File: src/sv/amp_pkg.sv
package amp_pkg;

  localparam int MAX_MPDUS = 64;

  localparam int BytesW  = 16;
  localparam int SubW    = 17;
  localparam int PsduW   = 23;
  localparam int LenW    = 24;
  localparam int CntOutW = 7;
  localparam int CfgIdxW = 3;
  localparam int CfgDatW = 23;
  localparam int QDepth  = 2;

  localparam logic [CfgIdxW-1:0] CfgMpduLimit = 3'd0;
  localparam logic [CfgIdxW-1:0] CfgMaxPsdu   = 3'd1;
  localparam logic [CfgIdxW-1:0] CfgAirtime   = 3'd2;
  localparam logic [CfgIdxW-1:0] CfgTones     = 3'd3;
  localparam logic [CfgIdxW-1:0] CfgMcs       = 3'd4;

  typedef struct packed {
    logic              start;
    logic              elig;
    logic [BytesW-1:0] bytes;
    logic [SubW-1:0]   sub;
  } amp_item_t;

  typedef struct packed {
    logic               refuse_all;
    logic [LenW-1:0]    len_limit;
    logic [CntOutW-1:0] mpdu_limit;
  } amp_lim_t;

  // spectral efficiency times six, mcs already clamped to 11
  function automatic logic [5:0] eff6(input logic [3:0] mcs);
    logic [5:0] e;
    case (mcs)
      4'd0:    e = 6'd3;
      4'd1:    e = 6'd6;
      4'd2:    e = 6'd9;
      4'd3:    e = 6'd12;
      4'd4:    e = 6'd18;
      4'd5:    e = 6'd24;
      4'd6:    e = 6'd27;
      4'd7:    e = 6'd30;
      4'd8:    e = 6'd36;
      4'd9:    e = 6'd40;
      4'd10:   e = 6'd45;
      default: e = 6'd50;
    endcase
    return e;
  endfunction

endpackage

File: src/sv/amp_budget.sv
module amp_budget import amp_pkg::*; (
  input  logic               clk_i,
  input  logic               rst_ni,
  input  logic               cfg_valid_i,
  input  logic [CfgIdxW-1:0] cfg_index_i,
  input  logic [CfgDatW-1:0] cfg_data_i,
  output amp_lim_t           lim_o,
  output logic               busy_o
);

  localparam logic [2:0] PhIdle = 3'd0;
  localparam logic [2:0] PhMul1 = 3'd1;
  localparam logic [2:0] PhMul2 = 3'd2;
  localparam logic [2:0] PhDiv  = 3'd3;
  localparam logic [2:0] PhFin  = 3'd4;

  localparam int P1W     = 34;
  localparam int P2W     = 40;
  localparam int DropW   = 13;           // 614400 = 75 << 13
  localparam int DivW    = P2W - DropW;
  localparam int RecipW  = 28;
  localparam int RecipSh = 34;
  // ceil(2^34 / 75), exact for every dividend below 2^27
  localparam logic [RecipW-1:0] Recip75 = 28'd229064923;
  localparam int ProdW   = DivW + RecipW;
  localparam int QuoW    = ProdW - RecipSh;

  logic [CntOutW-1:0] mpdu_limit_q;
  logic [PsduW-1:0]   max_psdu_q;
  logic [22:0]        airtime_q;
  logic [10:0]        tones_q;
  logic [3:0]         mcs_q;

  logic [2:0]         phase_q, phase_d;
  logic [P1W-1:0]     prod1_q;
  logic               neg_q;
  logic [DivW-1:0]    dvd_q;
  logic [QuoW-1:0]    quo_q;
  logic [LenW-1:0]    len_lim_q;

  logic [10:0]        tones_eff;
  logic [3:0]         mcs_eff;
  logic [22:0]        dlt;
  logic [P2W-1:0]     prod2;
  logic [ProdW-1:0]   prod3;

  assign tones_eff = (tones_q < 11'd26) ? 11'd26 : tones_q;
  assign mcs_eff   = (mcs_q > 4'd11) ? 4'd11 : mcs_q;
  assign dlt       = airtime_q - 23'd48000;
  assign prod2     = P2W'(prod1_q) * P2W'(eff6(mcs_eff));

  // divide by 75 as a multiply by the rounded-up reciprocal
  assign prod3 = ProdW'(dvd_q) * ProdW'(Recip75);

  always_comb begin
    phase_d = phase_q;
    case (phase_q)
      PhIdle:  phase_d = PhIdle;
      PhMul1:  phase_d = PhMul2;
      PhMul2:  phase_d = PhDiv;
      PhDiv:   phase_d = PhFin;
      PhFin:   phase_d = PhIdle;
      default: phase_d = PhIdle;
    endcase
    if (cfg_valid_i) phase_d = PhMul1;
  end

  always_ff @(posedge clk_i or negedge rst_ni) begin
    if (!rst_ni) begin
      mpdu_limit_q <= 7'd16;
      max_psdu_q   <= 23'd6500631;
      airtime_q    <= 23'd5484000;
      tones_q      <= 11'd26;
      mcs_q        <= 4'd0;
      phase_q      <= PhMul1;
      neg_q        <= 1'b0;
      len_lim_q    <= '0;
    end else begin
      phase_q <= phase_d;
      if (cfg_valid_i) begin
        case (cfg_index_i)
          CfgMpduLimit: mpdu_limit_q <= cfg_data_i[CntOutW-1:0];
          CfgMaxPsdu:   max_psdu_q   <= cfg_data_i;
          CfgAirtime:   airtime_q    <= cfg_data_i;
          CfgTones:     tones_q      <= cfg_data_i[10:0];
          CfgMcs:       mcs_q        <= cfg_data_i[3:0];
          default:      ;
        endcase
      end
      case (phase_q)
        PhMul1:  neg_q <= airtime_q < 23'd48000;
        PhFin:   len_lim_q <= (LenW'(quo_q) < LenW'(max_psdu_q)) ? LenW'(quo_q)
                                                                : LenW'(max_psdu_q);
        default: ;
      endcase
    end
  end

  always_ff @(posedge clk_i) begin
    case (phase_q)
      PhMul1:  prod1_q <= P1W'(dlt) * P1W'(tones_eff);
      PhMul2:  dvd_q <= prod2[P2W-1:DropW];
      PhDiv:   quo_q <= prod3[ProdW-1:RecipSh];
      default: ;
    endcase
  end

  assign lim_o.refuse_all = neg_q;
  assign lim_o.len_limit  = len_lim_q;
  assign lim_o.mpdu_limit = mpdu_limit_q;
  assign busy_o           = phase_q != PhIdle;

endmodule

File: src/sv/amp_front.sv
module amp_front import amp_pkg::*; (
  input  logic              clk_i,
  input  logic              rst_ni,
  input  logic              hold_i,
  input  logic              in_valid_i,
  input  logic              start_req_i,
  input  logic              eligible_i,
  input  logic [BytesW-1:0] mpdu_bytes_i,
  output logic              in_ready_o,
  output logic              item_valid_o,
  output amp_item_t         item_o,
  input  logic              item_pop_i
);

  localparam int QPtrW = (QDepth > 1) ? $clog2(QDepth) : 1;
  localparam int QCntW = $clog2(QDepth + 1);

  amp_item_t        mem_q [QDepth];
  logic [QPtrW-1:0] wr_ptr_q, rd_ptr_q;
  logic [QCntW-1:0] count_q, count_d;
  logic             push;
  amp_item_t        item_in;

  assign in_ready_o = !hold_i && (count_q < QCntW'(QDepth));
  assign push       = in_valid_i && in_ready_o;

  // padded subframe: delimiter plus length rounded up to 4 bytes
  always_comb begin
    item_in.start = start_req_i;
    item_in.elig  = eligible_i;
    item_in.bytes = mpdu_bytes_i;
    item_in.sub   = (SubW'(mpdu_bytes_i) + SubW'(7)) & ~SubW'(3);
  end

  always_comb begin
    count_d = count_q;
    if (push && !item_pop_i) count_d = count_q + QCntW'(1);
    if (!push && item_pop_i) count_d = count_q - QCntW'(1);
  end

  always_ff @(posedge clk_i or negedge rst_ni) begin
    if (!rst_ni) begin
      wr_ptr_q <= '0;
      rd_ptr_q <= '0;
      count_q  <= '0;
    end else begin
      count_q <= count_d;
      if (push) begin
        wr_ptr_q <= (wr_ptr_q == QPtrW'(QDepth - 1)) ? '0 : wr_ptr_q + QPtrW'(1);
      end
      if (item_pop_i) begin
        rd_ptr_q <= (rd_ptr_q == QPtrW'(QDepth - 1)) ? '0 : rd_ptr_q + QPtrW'(1);
      end
    end
  end

  always_ff @(posedge clk_i) begin
    if (push) mem_q[wr_ptr_q] <= item_in;
  end

  assign item_valid_o = count_q != '0;
  assign item_o       = mem_q[rd_ptr_q];

endmodule

File: src/sv/amp_back.sv
module amp_back import amp_pkg::*; #(
  parameter int MaxMpdus = MAX_MPDUS
) (
  input  logic               clk_i,
  input  logic               rst_ni,
  input  amp_lim_t           lim_i,
  input  logic               item_valid_i,
  input  amp_item_t          item_i,
  output logic               item_pop_o,
  output logic               out_valid_o,
  input  logic               out_ready_i,
  output logic               accepted_o,
  output logic               closed_o,
  output logic [PsduW-1:0]   psdu_bytes_o,
  output logic [CntOutW-1:0] mpdu_count_o
);

  localparam int CntW = $clog2(MaxMpdus + 1);
  localparam int LimW = (CntW > CntOutW) ? CntW : CntOutW;

  logic [CntW-1:0]    cnt_q, cnt_d, c0;
  logic [PsduW-1:0]   pp_q, pp_d, pp0;
  logic [PsduW-1:0]   cl_q, cl_d, cl0;
  logic               done_q, done_d, done0;
  logic               acc_d;

  logic               out_valid_q;
  logic               acc_q, closed_q;
  logic [PsduW-1:0]   psdu_q;
  logic [CntOutW-1:0] cnt_out_q;

  logic [LimW-1:0]    eff_lim;
  logic [LenW-1:0]    prop, pp_sum;
  logic [CntW-1:0]    c1;

  assign item_pop_o = item_valid_i && (!out_valid_q || out_ready_i);

  assign eff_lim = (LimW'(lim_i.mpdu_limit) > LimW'(MaxMpdus)) ? LimW'(MaxMpdus)
                                                               : LimW'(lim_i.mpdu_limit);

  always_comb begin
    c0    = item_i.start ? '0 : cnt_q;
    pp0   = item_i.start ? '0 : pp_q;
    cl0   = item_i.start ? '0 : cl_q;
    done0 = item_i.start ? 1'b0 : done_q;
    // count limit reached, also covers a lowered limit
    if (LimW'(c0) >= eff_lim) done0 = 1'b1;

    prop   = (c0 == '0) ? LenW'(item_i.bytes)
                        : LenW'(pp0) + LenW'(4) + LenW'(item_i.bytes);
    pp_sum = LenW'(pp0) + LenW'(item_i.sub);
    c1     = c0 + CntW'(1);

    cnt_d  = c0;
    pp_d   = pp0;
    cl_d   = cl0;
    done_d = done0;
    acc_d  = 1'b0;
    if (!done0 && item_i.elig) begin
      if (lim_i.refuse_all || (prop > lim_i.len_limit)) begin
        done_d = 1'b1;
      end else begin
        acc_d  = 1'b1;
        cnt_d  = c1;
        cl_d   = prop[PsduW-1:0];
        pp_d   = pp_sum[PsduW] ? '1 : pp_sum[PsduW-1:0];
        done_d = LimW'(c1) >= eff_lim;
      end
    end
  end

  always_ff @(posedge clk_i or negedge rst_ni) begin
    if (!rst_ni) begin
      cnt_q       <= '0;
      pp_q        <= '0;
      cl_q        <= '0;
      done_q      <= 1'b0;
      out_valid_q <= 1'b0;
    end else begin
      if (item_pop_o) begin
        cnt_q  <= cnt_d;
        pp_q   <= pp_d;
        cl_q   <= cl_d;
        done_q <= done_d;
      end
      if (item_pop_o) out_valid_q <= 1'b1;
      else if (out_ready_i) out_valid_q <= 1'b0;
    end
  end

  always_ff @(posedge clk_i) begin
    if (item_pop_o) begin
      acc_q     <= acc_d;
      closed_q  <= done_d;
      psdu_q    <= cl_d;
      cnt_out_q <= CntOutW'(cnt_d);
    end
  end

  assign out_valid_o  = out_valid_q;
  assign accepted_o   = acc_q;
  assign closed_o     = closed_q;
  assign psdu_bytes_o = psdu_q;
  assign mpdu_count_o = cnt_out_q;

endmodule

File: src/sv/ampdu_packing_admission.sv
// a candidate's result is shown in the cycle after the one it sits at the queue head if the
// output is free (from an empty queue it first passes the queue register); one candidate per
// cycle is taken while output and budget do not hold it, set by the combinational length/count
// compare and accumulate in the back end; after reset and every configuration write the airtime
// budget is rebuilt (two multiplies, one reciprocal multiply, one select), no input until done
// reset is asynchronous active low and empties the aggregate and loads the register defaults
module ampdu_packing_admission import amp_pkg::*; #(
  parameter int MaxMpdus = MAX_MPDUS
) (
  input  logic               clk_i,
  input  logic               rst_ni,
  input  logic               cfg_valid_i,
  output logic               cfg_ready_o,
  input  logic [CfgIdxW-1:0] cfg_index_i,
  input  logic [CfgDatW-1:0] cfg_data_i,
  input  logic               in_valid_i,
  output logic               in_ready_o,
  input  logic               start_req_i,
  input  logic               eligible_i,
  input  logic [BytesW-1:0]  mpdu_bytes_i,
  output logic               out_valid_o,
  input  logic               out_ready_i,
  output logic               accepted_o,
  output logic               closed_o,
  output logic [PsduW-1:0]   psdu_bytes_o,
  output logic [CntOutW-1:0] mpdu_count_o
);

  amp_lim_t  lim;
  logic      busy;
  logic      item_valid, item_pop;
  amp_item_t item;

  assign cfg_ready_o = 1'b1;

  amp_budget u_budget (
    .clk_i       (clk_i),
    .rst_ni      (rst_ni),
    .cfg_valid_i (cfg_valid_i),
    .cfg_index_i (cfg_index_i),
    .cfg_data_i  (cfg_data_i),
    .lim_o       (lim),
    .busy_o      (busy)
  );

  amp_front u_front (
    .clk_i        (clk_i),
    .rst_ni       (rst_ni),
    .hold_i       (busy),
    .in_valid_i   (in_valid_i),
    .start_req_i  (start_req_i),
    .eligible_i   (eligible_i),
    .mpdu_bytes_i (mpdu_bytes_i),
    .in_ready_o   (in_ready_o),
    .item_valid_o (item_valid),
    .item_o       (item),
    .item_pop_i   (item_pop)
  );

  amp_back #(
    .MaxMpdus (MaxMpdus)
  ) u_back (
    .clk_i        (clk_i),
    .rst_ni       (rst_ni),
    .lim_i        (lim),
    .item_valid_i (item_valid),
    .item_i       (item),
    .item_pop_o   (item_pop),
    .out_valid_o  (out_valid_o),
    .out_ready_i  (out_ready_i),
    .accepted_o   (accepted_o),
    .closed_o     (closed_o),
    .psdu_bytes_o (psdu_bytes_o),
    .mpdu_count_o (mpdu_count_o)
  );

endmodule
File: config.mk
export PLATFORM = sky130hd
export DESIGN_NAME = ampdu_packing_admission
export DESIGN_NICKNAME = d
export VERILOG_FILES = /design/src/sv/amp_pkg.sv /design/src/sv/amp_budget.sv /design/src/sv/amp_front.sv /design/src/sv/amp_back.sv /design/src/sv/ampdu_packing_admission.sv
export SDC_FILE = /design/constraint.sdc
export NUM_CORES = 2
export LEC_CHECK = 0
export ABC_CLOCK_PERIOD_IN_PS = 8500
export BUFFER_PORTS_ARGS = -buffer_cell sky130_fd_sc_hd__buf_2
export CAP_MARGIN = 15
export CORE_UTILIZATION = 55
export CTS_CLUSTER_DIAMETER = 60
export DETAILED_ROUTE_END_ITERATION = 8
export PLACE_DENSITY = 0.72
export SLEW_MARGIN = 20
export SYNTH_ARGS = -nofsm -noshare
export SYNTH_HDL_FRONTEND = slang
export SYNTH_SLANG_ARGS = --single-unit
File: constraint.sdc
create_clock -name clk_i -period 8.5 [get_ports clk_i]
set_input_delay 1.7 -clock clk_i [delete_from_list [all_inputs] [get_ports clk_i]]
set_output_delay 1.7 -clock clk_i [all_outputs]
set_load 0.02 [all_outputs]
==> flow_metrics.env <==
export IMPL_maxSlewViolCount=0
export IMPL_cap_viol_max_count=0
export IMPL_grt_pass1_vias=29970
export IMPL_numCtsBuffers=40
export IMPL_worstHoldPathCells=2
export IMPL_vias_per_cell=5.552
export IMPL_wl_per_cell_um=18.67
export IMPL_cts_reportedPaths_clkPinSlew_ns=0.06
export IMPL_worstPathRequired_ns=8.82
export IMPL_cp_start_kind="flip-flop"
export IMPL_syn_inst=4159
export IMPL_reg2reg_from="u_budget.tones_q[8]"
export IMPL_syn_area_um2=41480
export IMPL_firstDrtPassIters=5
export IMPL_grt_pass1_wl_um=159200
export IMPL_diodes=0
export IMPL_yosys_register_bits=334
export IMPL_vias=28920
export IMPL_max_freq_ghz=0.1302
export IMPL_grt_usage_pct=26.31
export IMPL_synth_seq_area_share_pct=22.41
export IMPL_holdPathEnd="u_back.pp_q[15]"
export IMPL_die_w_um=276.6
export IMPL_cts_tree="built"
export IMPL_syn_to_final_growth_pct=6.922
export IMPL_grt_setup_unrepaired="false"
export IMPL_synth_nets=5294
export IMPL_hold_violations=0
export IMPL_worstPathArrival_ns=8.00
export IMPL_yosys_area_share_xor_xnor_pct=2.956
export IMPL_clock_skew_ns=0.02177
export IMPL_start_util_pct=55.63
export IMPL_drtAntennaViolNets=0
export IMPL_h_tree_depth=2
export IMPL_hold_path_startpoint="u_back.pp_q[15]"
export IMPL_crit_fanout=13
export IMPL_async_flop_share_pct=46.11
export IMPL_r2r_end="u_budget.prod1_q[23]"
export IMPL_hold_buffers=0
export IMPL_routed_wl_um=97260
export IMPL_synth_top_family_by_area="adder cells"
export IMPL_period_share_pct=90.33
export IMPL_ctsResizeCount=0
export IMPL_slew_headroom_pct=29.66
export IMPL_rr_worst_depth=23
export IMPL_post_cts_repair_setup_buffers=0
export IMPL_dr_first_iter_drc_count=1813
export IMPL_layout_common_cells="858 x inv_1, 589 x fa_1, 510 x nand2_1"
export IMPL_io_pins=84
export IMPL_met2_usage_pct=43.85
export IMPL_crit_type="flip-flop to flip-flop"
export IMPL_reg2reg_slack_ns=0.82
export IMPL_grt_busiest_layer="met2"
export IMPL_setup_viol=0
export IMPL_die_height_um=276.6
export IMPL_cts_num_sinks=334
export IMPL_layout_commonest_cell="inv_1"
export IMPL_cts_root_buffer="clkbuf_16"
export IMPL_synth_adder_area_share_pct=43.42
export IMPL_synth_compound_area_share_pct=7.674
export IMPL_yosys_most_used_dff="edfxtp_1"
export IMPL_yosys_cell_types_count=89
export IMPL_hp_class="flip-flop to flip-flop"
export IMPL_dieArea_um2=76520
export IMPL_tns_ns=0
export IMPL_core_area_um2=74570
export IMPL_period_minus_slack_ns=7.678
export IMPL_end_kind="flip-flop"
export IMPL_final_nets=5343
export IMPL_clock_latency_ns=0.57
export IMPL_place_congestion=0.9635
export IMPL_yosys_area_share_simple_pct=11.24
export IMPL_status="finished clean"
export IMPL_avgSynthCellArea_um2=9.974
export IMPL_grt_use_met3_pct=4.463
export IMPL_grt_max_degree=94
export IMPL_tightest_slew_ns=1.053
export IMPL_hpwl_um=80310
export IMPL_cts_buffer_depth=3
export IMPL_grt_overflow=0
export IMPL_yosys_warnings=0
export IMPL_use_met1_pct=36.02
export IMPL_std_cell_rows=100
export IMPL_nFillCells=6292
export IMPL_synth_edff_count=180
export IMPL_detail_route_drc_violations=0
export IMPL_synthMuxAreaShare_pct=3.390
export IMPL_io_buffers=82
export IMPL_drive_above_1_share_pct=8.231
export IMPL_antenna_found_initial=2
-- Yosys cell counts (85+ instances only) --
cell | number | area, um^2
ha_1 | 497 | 6218
xnor2_1 | 98 | 858.3
o21ai_0 | 111 | 555.5
inv_1 | 859 | 3224
nor2_1 | 117 | 439.2
fa_1 | 589 | 11790
edfxtp_1 | 180 | 5405
dfrtp_1 | 126 | 3153
a21o_1 | 85 | 638.1
nand2_1 | 510 | 1914
and2_1 | 138 | 863.3
a21oi_1 | 119 | 595.6
mux2_2 | 95 | 1070
clkbuf_1 | 99 | 371.6
-- area by class of cell --
cell class / count / area, um^2 / share of cell area [%]
clock buffers: 49 / 1066 / 2.404
clock inverters: 25 / 285.3 / 0.6432
inverters: 860 / 3228 / 7.278
multi-input cells: 2849 / 28540 / 64.35
flip-flops and latches: 334 / 9294 / 20.95
well taps: 969 / 1212 / 2.734
repair buffers: 123 / 724.4 / 1.633
-- how the worst max path moves through the flow --
stage / start / to / slack, ns / cells past startpoint
4_1_cts: u_budget.tones_q[8] / u_budget.prod1_q[23] / 0.91 / 23
3_3_place_gp: u_budget.tones_q[8] / u_budget.prod1_q[23] / 1.09 / 23
6_report: u_budget.tones_q[8] / u_budget.prod1_q[23] / 0.82 / 23
2_1_floorplan: u_budget.tones_q[8] / u_budget.prod1_q[23] / 1.54 / 25
3_5_place_dp: u_budget.tones_q[8] / u_budget.prod1_q[23] / 0.93 / 23
5_1_grt: u_budget.tones_q[8] / u_budget.prod1_q[23] / 0.41 / 23
-- registers in the layout, summed over array words and instances, names as in the netlist, 3 cells and up --
register               count
u_front.mem_q             66
u_back.psdu_bytes_o       23
u_budget.len_lim_q        23
u_budget.mcs_q             4
u_budget.airtime_q        23
u_budget.prod1_q          34
u_budget.phase_q           3
u_budget.quo_q            21
u_budget.mpdu_limit_q      7
u_budget.dvd_q            27
u_back.cl_q               23
u_budget.tones_q          11
u_back.pp_q               23
u_back.cnt_q               7
u_budget.max_psdu_q       23
u_back.mpdu_count_o        7
-- layer usage --
| metal | routed length (um) | share of wire (%) | vias to the layer above |
|---|---|---|---|
| li1 | - | - | 13360 |
| met1 | 41720 | 43 | 14650 |
| met2 | 47010 | 48 | 771 |
| met3 | 6378 | 6.6 | 142 |
| met4 | 2130 | 2.2 | 4 |
| met5 | 27 | 0.028 | - |
-- worst max-delay path: stages, from the launching register on --
cell and delay (ns):
dfrtp_1 0.37, or4_1 0.51, nor3_1 0.39, or2_0 0.72, nand2_1 0.16, fa_1 0.53
fa_1 0.53, inv_1 0.05, fa_1 0.46, fa_1 0.55, inv_1 0.05, fa_1 0.53
inv_1 0.05, ha_1 0.37, a21o_1 0.21, a21o_1 0.17, a21oi_1 0.19, nor3b_1 0.38
a211oi_1 0.16, or3_1 0.36, a211oi_1 0.29, o21bai_1 0.12, a21oi_1 0.18, xnor2_1 0.09
-- cells by family (layout without fill, tap and decap cells) --
group / Yosys count / in the layout
other cells: 1 / 1
buf+inv: 976 / 1057
mux: 128 / 128
xor+xnor: 140 / 140
flops: 334 / 334
simple gates: 1002 / 1002
compound gates: 492 / 492
fa+ha+maj: 1086 / 1086
-- stage by stage --
step	area (um^2)	cells	util, %	setup WS [ns]	hold slack [ns]
floorplan	41480	4159	-	1.541	0.4304
global placement	43000	5135	57.66	1.087	0.4404
detailed placement	43000	5135	57.66	0.9326	0.4480
CTS	44350	5209	59.48	0.9094	0.4611
global route	44350	5209	59.48	0.4074	0.4754
finish	44350	5209	59.48	0.8222	0.4603
Power is not shown: default switching activity piles up to over one toggle a cycle in this logic, so the estimate is an artifact.
